**src/design/stptmc_pkg.sv**
```systemverilog
// ============================================================================
// stptmc_pkg
// Shared types and codes for the stage position tracker and move checker.
// ============================================================================
package stptmc_pkg;

  localparam int unsigned PosW  = 64;
  localparam int unsigned RollW = 32;
  localparam int unsigned CmdW  = 3;
  localparam int unsigned ErrW  = 3;
  localparam int unsigned CfgIdxW = 3;

  localparam int unsigned InDataW  = 200;
  localparam int unsigned OutDataW = 232;

  localparam logic signed [PosW-1:0] PosMax = {1'b0, {(PosW-1){1'b1}}};
  localparam logic signed [PosW-1:0] PosMin = {1'b1, {(PosW-1){1'b0}}};

  typedef enum logic [CmdW-1:0] {
    CMD_TICK      = 3'd0,
    CMD_RELATIVE  = 3'd1,
    CMD_ABSOLUTE  = 3'd2,
    CMD_RETARGET  = 3'd3,
    CMD_SS_REL    = 3'd4,
    CMD_SS_ABS    = 3'd5,
    CMD_CHECK_POS = 3'd6
  } cmd_t;

  typedef enum logic [ErrW-1:0] {
    ERR_NONE         = 3'd0,
    ERR_OUT_TRAVEL   = 3'd1,
    ERR_OUT_SOFT     = 3'd2,
    ERR_INTO_HARD    = 3'd3,
    ERR_POS_SOFT     = 3'd4,
    ERR_OUT_OF_BOUND = 3'd5
  } err_t;

  typedef enum logic [CfgIdxW-1:0] {
    REG_SYS_POS   = 3'd0,
    REG_SYS_NEG   = 3'd1,
    REG_SOFT_POS  = 3'd2,
    REG_SOFT_NEG  = 3'd3,
    REG_SOFT_EN   = 3'd4,
    REG_HARD_EN   = 3'd5
  } reg_idx_t;

  localparam logic [1:0] PHASE_IDLE  = 2'd0;
  localparam logic [1:0] PHASE_CONST = 2'd1;
  localparam logic signed [1:0] DIR_POS = 2'sd1;
  localparam logic signed [1:0] DIR_NEG = -2'sd1;

  typedef struct packed {
    logic signed [PosW-1:0] sys_pos;
    logic signed [PosW-1:0] sys_neg;
    logic signed [PosW-1:0] soft_pos;
    logic signed [PosW-1:0] soft_neg;
    logic                   soft_en;
    logic                   hard_en;
  } cfg_t;

  typedef struct packed {
    logic [CmdW-1:0]        command;
    logic signed [PosW-1:0] position_increment;
    logic signed [PosW-1:0] move_argument;
    logic [1:0]             trajectory_phase;
    logic signed [1:0]      trajectory_direction;
    logic signed [PosW-1:0] trajectory_target;
    logic                   at_positive_switch;
    logic                   at_negative_switch;
  } item_t;

  typedef struct packed {
    logic                   accepted;
    logic                   deferred;
    logic [ErrW-1:0]        error_code;
    logic signed [PosW-1:0] move_target;
    logic signed [PosW-1:0] move_length;
    logic signed [PosW-1:0] current_position;
    logic [RollW-1:0]       rollover_total;
  } result_t;

endpackage

```
**src/design/stptmc_cfg_regs.sv**
```systemverilog
// ============================================================================
// stptmc_cfg_regs
// Limit and enable registers behind the plain write port.
// ============================================================================
module stptmc_cfg_regs
  import stptmc_pkg::*;
(
  input  logic               clk,
  input  logic               rst_n,
  input  logic               cfg_wr_en,
  input  logic [CfgIdxW-1:0] cfg_index,
  input  logic [PosW-1:0]    cfg_wdata,
  output cfg_t               cfg
);

  cfg_t cfg_r;
  cfg_t cfg_nxt;

  always_comb begin
    cfg_nxt = cfg_r;
    if (cfg_wr_en) begin
      case (cfg_index)
        REG_SYS_POS:  cfg_nxt.sys_pos  = cfg_wdata;
        REG_SYS_NEG:  cfg_nxt.sys_neg  = cfg_wdata;
        REG_SOFT_POS: cfg_nxt.soft_pos = cfg_wdata;
        REG_SOFT_NEG: cfg_nxt.soft_neg = cfg_wdata;
        REG_SOFT_EN:  cfg_nxt.soft_en  = cfg_wdata[0];
        REG_HARD_EN:  cfg_nxt.hard_en  = cfg_wdata[0];
        default:      cfg_nxt = cfg_r;
      endcase
    end
  end

  always_ff @(posedge clk) begin
    if (!rst_n) begin
      cfg_r.sys_pos  <= PosMax;
      cfg_r.sys_neg  <= PosMin;
      cfg_r.soft_pos <= PosMax;
      cfg_r.soft_neg <= PosMin;
      cfg_r.soft_en  <= 1'b0;
      cfg_r.hard_en  <= 1'b0;
    end else begin
      cfg_r <= cfg_nxt;
    end
  end

  assign cfg = cfg_r;

endmodule

```
**src/design/stptmc_core.sv**
```systemverilog
// ============================================================================
// stptmc_core
// Single-pass tick update, move target/length and limit checks.
// ============================================================================
module stptmc_core
  import stptmc_pkg::*;
(
  input  cfg_t                   cfg,
  input  item_t                  item,
  input  logic signed [PosW-1:0] position,
  input  logic [RollW-1:0]       rollover,
  output logic signed [PosW-1:0] position_nxt,
  output logic [RollW-1:0]       rollover_nxt,
  output result_t                result
);

  logic signed [PosW-1:0] inc;
  logic signed [PosW-1:0] arg;
  logic signed [PosW-1:0] sum;
  logic                   ovf_pos;
  logic                   ovf_neg;
  logic signed [PosW-1:0] target;
  logic signed [PosW-1:0] length;
  logic                   do_check;
  logic                   accepted;
  logic                   deferred;
  logic [ErrW-1:0]        err;
  logic                   same_dir;
  logic signed [PosW-1:0] pos_plus_arg;
  logic signed [PosW-1:0] traj_plus_arg;

  assign inc = item.position_increment;
  assign arg = item.move_argument;
  assign sum = position + inc;

  // Signed overflow of the tick sum, split by direction
  assign ovf_pos = !inc[PosW-1] && (inc != '0) && !position[PosW-1] &&
                   (position != '0) && sum[PosW-1];
  assign ovf_neg = inc[PosW-1] && position[PosW-1] && !sum[PosW-1];

  assign pos_plus_arg  = position + arg;
  assign traj_plus_arg = item.trajectory_target + arg;
  assign same_dir = ((item.trajectory_direction == DIR_POS) && !arg[PosW-1] && (arg != '0)) ||
                    ((item.trajectory_direction == DIR_NEG) && arg[PosW-1]);

  always_comb begin
    position_nxt = position;
    rollover_nxt = rollover;
    target       = '0;
    length       = '0;
    do_check     = 1'b0;
    accepted     = 1'b0;
    deferred     = 1'b0;
    err          = ERR_NONE;
    case (item.command)
      CMD_TICK: begin
        accepted = 1'b1;
        if (ovf_pos) begin
          rollover_nxt = rollover + 1'b1;
          position_nxt = inc - (PosMax - position);
        end else if (ovf_neg) begin
          rollover_nxt = rollover + 1'b1;
          position_nxt = inc + (PosMin - position);
        end else begin
          position_nxt = sum;
        end
      end
      CMD_RELATIVE: begin
        if (item.trajectory_phase == PHASE_IDLE) begin
          target   = pos_plus_arg;
          length   = arg;
          do_check = 1'b1;
        end else if (item.trajectory_phase == PHASE_CONST) begin
          if (same_dir) begin
            target = traj_plus_arg;
            length = traj_plus_arg - position;
          end else begin
            target = pos_plus_arg;
            length = arg;
          end
          do_check = 1'b1;
        end else begin
          accepted = 1'b1;
          deferred = 1'b1;
        end
      end
      CMD_ABSOLUTE: begin
        if (item.trajectory_phase == PHASE_IDLE || item.trajectory_phase == PHASE_CONST) begin
          target   = arg;
          length   = arg - position;
          do_check = 1'b1;
        end else begin
          accepted = 1'b1;
          deferred = 1'b1;
        end
      end
      CMD_RETARGET: begin
        if (item.trajectory_phase == PHASE_CONST) begin
          target   = traj_plus_arg;
          length   = traj_plus_arg - position;
          do_check = 1'b1;
        end else begin
          accepted = 1'b1;
          deferred = 1'b1;
        end
      end
      CMD_SS_REL: begin
        target   = pos_plus_arg;
        length   = arg;
        do_check = 1'b1;
      end
      CMD_SS_ABS: begin
        target   = arg;
        length   = arg - position;
        do_check = 1'b1;
      end
      CMD_CHECK_POS: begin
        target = arg;
        if (cfg.soft_en) begin
          if (arg <= cfg.soft_pos && arg >= cfg.soft_neg) accepted = 1'b1;
          else err = ERR_POS_SOFT;
        end else if (arg <= cfg.sys_pos && arg >= cfg.sys_neg) begin
          accepted = 1'b1;
        end else begin
          err = ERR_OUT_OF_BOUND;
        end
      end
      default: begin
        accepted = 1'b0;
      end
    endcase

    if (do_check) begin
      if (target > cfg.sys_pos || target < cfg.sys_neg) begin
        err = ERR_OUT_TRAVEL;
      end else if (cfg.soft_en && (target < cfg.soft_neg || target > cfg.soft_pos)) begin
        err = ERR_OUT_SOFT;
      end else if (cfg.hard_en &&
                   ((item.at_positive_switch && !length[PosW-1] && (length != '0)) ||
                    (item.at_negative_switch && length[PosW-1]))) begin
        err = ERR_INTO_HARD;
      end else begin
        accepted = 1'b1;
      end
    end
  end

  always_comb begin
    result.accepted         = accepted;
    result.deferred         = deferred;
    result.error_code       = err;
    result.move_target      = target;
    result.move_length      = length;
    result.current_position = position_nxt;
    result.rollover_total   = rollover_nxt;
  end

endmodule

```
**src/design/stage_position_tracker_move_checker_top.sv**
```systemverilog
// ============================================================================
// stage_position_tracker_move_checker_top
// Stage position tracker with move and position limit checker.
// ============================================================================
// Path: an accepted input beat passes through the input register, then
// the result register, to its result beat.
// Throughput: one beat per cycle when unstalled; the position update closes
// in the one compute stage, so back-to-back ticks see each other's result.
// Reset (rst_n low, synchronous): position and rollover count clear to zero,
// limits return to the full 64-bit range, both enables clear, pipe empties.
module stage_position_tracker_move_checker_top
  import stptmc_pkg::*;
(
  input  logic                clk,
  input  logic                rst_n,
  // Input stream
  input  logic                in_tvalid,
  output logic                in_tready,
  // tdata: position_increment[63:0], move_argument[127:64],
  //        trajectory_phase[129:128], trajectory_direction[131:130],
  //        trajectory_target[195:132], at_positive_switch[196],
  //        at_negative_switch[197], zero pad[199:198]
  input  logic [InDataW-1:0]  in_tdata,
  // tuser: command[2:0]
  input  logic [CmdW-1:0]     in_tuser,
  // Result stream
  output logic                out_tvalid,
  input  logic                out_tready,
  // tdata: accepted[0], deferred[1], error_code[4:2], move_target[68:5],
  //        move_length[132:69], current_position[196:133],
  //        rollover_total[228:197], zero pad[231:229]
  output logic [OutDataW-1:0] out_tdata,
  // Configuration write port
  input  logic                cfg_wr_en,
  input  logic [CfgIdxW-1:0]  cfg_index,
  input  logic [PosW-1:0]     cfg_wdata
);

  cfg_t cfg;

  stptmc_cfg_regs u_cfg (
    .clk       (clk),
    .rst_n     (rst_n),
    .cfg_wr_en (cfg_wr_en),
    .cfg_index (cfg_index),
    .cfg_wdata (cfg_wdata),
    .cfg       (cfg)
  );

  // Input register stage
  logic  in_valid_r;
  item_t in_item_r;
  logic  advance;      // compute stage hands its beat to the result register
  item_t in_item;

  // Unpack the input beat
  always_comb begin
    in_item.command              = in_tuser;
    in_item.position_increment   = in_tdata[63:0];
    in_item.move_argument        = in_tdata[127:64];
    in_item.trajectory_phase     = in_tdata[129:128];
    in_item.trajectory_direction = in_tdata[131:130];
    in_item.trajectory_target    = in_tdata[195:132];
    in_item.at_positive_switch   = in_tdata[196];
    in_item.at_negative_switch   = in_tdata[197];
  end

  // Result register stage
  logic    out_valid_r;
  result_t out_res_r;

  // Advance when the result slot is empty or being drained this cycle
  assign advance   = !out_valid_r || out_tready;
  // Take a new beat whenever the input slot is empty or moving forward
  assign in_tready = !in_valid_r || advance;

  always_ff @(posedge clk) begin
    if (!rst_n) begin
      in_valid_r <= 1'b0;
    end else if (in_tready) begin
      in_valid_r <= in_tvalid;
    end
  end

  always_ff @(posedge clk) begin
    if (in_tready && in_tvalid) begin
      in_item_r <= in_item;
    end
  end

  // Tracker state
  logic signed [PosW-1:0] position_r;
  logic signed [PosW-1:0] position_nxt;
  logic [RollW-1:0]       rollover_r;
  logic [RollW-1:0]       rollover_nxt;
  result_t                res_nxt;

  stptmc_core u_core (
    .cfg          (cfg),
    .item         (in_item_r),
    .position     (position_r),
    .rollover     (rollover_r),
    .position_nxt (position_nxt),
    .rollover_nxt (rollover_nxt),
    .result       (res_nxt)
  );

  // Commit state only when the beat leaves the compute stage
  always_ff @(posedge clk) begin
    if (!rst_n) begin
      position_r <= '0;
      rollover_r <= '0;
    end else if (in_valid_r && advance) begin
      position_r <= position_nxt;
      rollover_r <= rollover_nxt;
    end
  end

  always_ff @(posedge clk) begin
    if (!rst_n) begin
      out_valid_r <= 1'b0;
    end else if (advance) begin
      out_valid_r <= in_valid_r;
    end
  end

  // Hold the result while the sink stalls
  always_ff @(posedge clk) begin
    if (in_valid_r && advance) begin
      out_res_r <= res_nxt;
    end
  end

  assign out_tvalid = out_valid_r;

  // Pack the result beat
  always_comb begin
    out_tdata            = '0;
    out_tdata[0]         = out_res_r.accepted;
    out_tdata[1]         = out_res_r.deferred;
    out_tdata[4:2]       = out_res_r.error_code;
    out_tdata[68:5]      = out_res_r.move_target;
    out_tdata[132:69]    = out_res_r.move_length;
    out_tdata[196:133]   = out_res_r.current_position;
    out_tdata[228:197]   = out_res_r.rollover_total;
  end

endmodule
```
**config.mk**
```make
export PLATFORM = sky130hd
export DESIGN_NAME = stage_position_tracker_move_checker_top
export DESIGN_NICKNAME = d
export VERILOG_FILES = /design/src/design/stptmc_pkg.sv /design/src/design/stptmc_cfg_regs.sv /design/src/design/stptmc_core.sv /design/src/design/stage_position_tracker_move_checker_top.sv
export SDC_FILE = /design/constraint.sdc
export NUM_CORES = 2
export LEC_CHECK = 0
export BUFFER_PORTS_ARGS = -buffer_cell sky130_fd_sc_hd__buf_2
export CORE_MARGIN = 1.5
export CORE_UTILIZATION = 65
export CTS_CLUSTER_DIAMETER = 120
export CTS_CLUSTER_SIZE = 8
export DETAILED_ROUTE_END_ITERATION = 8
export PLACE_DENSITY = 0.86
export SLEW_MARGIN = 30
export SYNTH_ARGS = -nofsm -noshare
export SYNTH_HDL_FRONTEND = slang
export SYNTH_SLANG_ARGS = --single-unit
```
**constraint.sdc**
```tcl
create_clock -name clk -period 16.5 [get_ports clk]
set_input_delay 1.65 -clock clk [delete_from_list [all_inputs] [get_ports clk]]
set_output_delay 1.65 -clock clk [all_outputs]
set_load 0.05 [all_outputs]
```
==> impl_metrics.tcl <==
set metrics [dict create \
    final_core_util_pct 72.76 \
    root_buffer "clkbuf_16" \
    row_count 118 \
    syn_area_per_cell_um2 8.593 \
    synthesis.area_um2 68020 \
    fmax_mhz 101.6 \
    clk_pin_slew_ns 0.06 \
    drv_cap 0 \
    ys_types 101 \
    final_cells 9830 \
    synthCells 7915 \
    outcome "completed" \
    p_leak_uw 0.03281 \
    detail_route.wl_per_cell_um 26.26 \
    cts_tree "built" \
    htreeDepth 3 \
    synth_warnings 0 \
    rsz0062_at_grt "no" \
    numCtsBuffers 108 \
    drt-pass1-iter-count 9 \
    clockBufferDepth 3 \
    first_global_vias 63196 \
    antenna_found_initial 14 \
    ir_worst_vdd_mv 0.1092 \
    slew_violations 0 \
    dieArea_um2 106600 \
    drtIter0Drc 9017 \
    dp_hpwl_mm 199.2 \
    cts-resized-gates 0 \
    slowest_delay_ns 0.77 \
    port_buffers 503 \
    pin_count 509 \
    worst_pin_slew_ns 1.173 \
    crit_slowest_cell "o41ai_1" \
    fp.dieH_um 326.5 \
    startpoint_type "flip-flop" \
    power_uw 6426 \
    critPathRequiredTime_ns 16.97 \
    dp_cells 9632 \
    hold_viol 0 \
    synth_top_flop_cell "edfxtp_1" \
    hold_buffers 0 \
    nNetsFinal 9720 \
    synth_top_area_cell "edfxtp_1" \
    relSlewSlack_pct 21.78 \
    grt-ovfl-total 0 \
    min_period_ns 9.841 \
    vias 67119 \
    hold_class "flip-flop to flip-flop" \
    place_congestion 1.076 \
    grt_first_pass_wirelength_mm 380.2 \
    cp_max_fo 7 \
    tns_ns 0 \
    grt_usage_pct 46.77 \
    timing_worst_setup_path_type "flip-flop to flip-flop" \
    arrival_ns 10.31 \
    cts_num_sinks 786 \
    wl_mm 258.1 \
    ant_nets 0 \
    power.density_nw_per_um2 85.20 \
    setup_viol 0 \
    start_util_pct 65.62 \
    syn2layout_area_growth_pct 10.88 \
    post_cts_buffers 0 \
    synth_edf_count 430 \
    synth_area_leaders "edfxtp_1 (19%), ha_1 (19%), dfxtp_1 (10%), a21oi_1 (5.5%), nand2_1 (4.4%)" \
    vias_per_cell 6.828 \
    fillerInstances 7736 \
    ys_seq_area_share_pct 29.46 \
    synth_top_area_share_pct 18.98 \
    ys_seq_elements 786 \
    skew_ns 0.05222 \
    fp.dieW_um 326.5 \
    postLayoutSetupSlackWorst_ns 6.659 \
    preCtsSetupSlack_ns 7.146 \
    drive_above_1_share_pct 9.923 \
    drcViolationCount 0 \
    coreArea_um2 103600 \
    period_share_pct 59.65 \
    crit_path_end_kind "flip-flop" \
    clock_latency_ns 0.74 \
    grt_max_degree 94 \
    async_reset_ff_share_pct 0 \
]
## registers in the layout (all words and copies together) (netlist names)
name	flops
u_cfg.cfg	258
out_tdata	229
in_item_r	201
position_r	64
rollover_r	32
in_valid_r	1
out_tvalid	1
## layout make-up
type                            instances  area [µm²]  area share (%)
Timing Repair Buffer                  624        3436           4.556
Tap cell                             1380        1727           2.290
Inverter                              579        2186           2.898
Clock inverter                          7       141.4          0.1875
Multi-Input combinational cell       6263       44850           59.47
Antenna cell                            5       12.51         0.01659
Sequential cell                       786       20040           26.57
Clock buffer                          186        3027           4.013
## Yosys cell counts, types with 22 or more instances
cell type	n
a221o_1	24
or2_2	26
o21ai_1	44
a31oi_1	70
a222oi_1	22
o21bai_1	91
nor4_1	86
and2_1	45
or3_1	56
nand2_1	797
nand2b_1	122
ha_1	1015
and3_1	48
a221oi_1	26
a22oi_1	64
nor3_1	128
nor2_1	440
o31ai_1	35
o21a_1	83
inv_1	572
xnor2_1	335
a21o_1	282
dfxtp_1	356
edfxtp_1	430
a21oi_1	749
xor2_1	102
clkbuf_1	243
nand4_1	202
nor2b_1	121
a211oi_1	73
o21ai_0	485
nand3_1	124
buf_1	33
fa_1	68
o211ai_1	178
## logic make-up after synthesis
kind of cell,count (synthesis),share of synthesized area (%)
multiplexers,27,0.4084
AND/OR/NAND/NOR,2249,15.84
AO/OA/AOI/OAI,2464,23.15
buffers and inverters,868,4.834
flip-flops,786,29.46
adder cells (fa/ha/maj),1083,20.67
XOR/XNOR,437,5.627
other,1,0.005513
## through the flow
stage	instance area, µm²	hold slack (ns)
after CTS	75390	0.4534
final	75420	0.4531
after detailed placement	72220	0.4465
after global placement	72210	0.4417
after floorplan	68020	0.4363
after global routing	75410	0.4687
## critical path: cells and delay by family (launching register included)
| kind | cells | cell delay [ns] |
|---|---|---|
| AOI/OAI and AO/OA | 17 | 4.94 |
| and+or+nand+nor | 7 | 2.40 |
| adders and majority gates | 3 | 1.17 |
| DFF | 1 | 0.61 |
| buffers and inverters | 2 | 0.27 |
| xor gates and xnor gates | 1 | 0.18 |
## cells in the final DEF (no fill, tap or decap), types with 21 or more instances in the layout
cell type and instances:
a222oi_1 22, fa_1 68, buf_4 120, o21bai_1 91, edfxtp_1 430, nor3_1 125, nand2b_1 122, a21oi_1 748
nand2_1 794, ha_1 1015, xnor2_1 335, nand4_1 202, a22oi_1 64, and2_1 42, o211ai_1 178, o21a_1 83
a31oi_1 69, a221o_1 24, buf_2 502, and3_1 47, inv_1 571, nor2_1 439, mux2i_1 21, a221oi_1 26
clkbuf_1 76, o31ai_1 33, nand3_1 123, o21ai_0 482, a211oi_1 73, nor2b_1 121, o21ai_1 47, xor2_1 102
clkbuf_16 109, nor4_1 81, a21o_1 281, dfxtp_1 356, or2_2 26, or3_1 55
## path summary, 6_finish.rpt
check / from / slack (ns) / end / cells after the start
setup / recovery: in_item_r[70] / 6.66 / out_tdata[2] / 30
hold / removal: u_cfg.cfg[31] / 0.45 / u_cfg.cfg[31] / 2
setup reg to reg: in_item_r[70] / 6.66 / out_tdata[2] / 30
hold reg to reg: u_cfg.cfg[31] / 0.45 / u_cfg.cfg[31] / 2
## power breakdown
group | total [µW] | switching (µW) | internal, µW
registers | 2250 | 85.8 | 2170
clock network | 2130 | 899 | 1230
logic | 2040 | 1340 | 701
## routing by layer
metal | vias up | global-route usage, % | share of wire [%]
met5 | - | 0 | 0.010
met4 | 4 | 29.93 | 7.5
met3 | 906 | 9.813 | 14
met2 | 4840 | 67.89 | 41
met1 | 31488 | 63.27 | 38
li1 | 29881 | - | -
No activity file was read; power rests on OpenSTA's default activity.
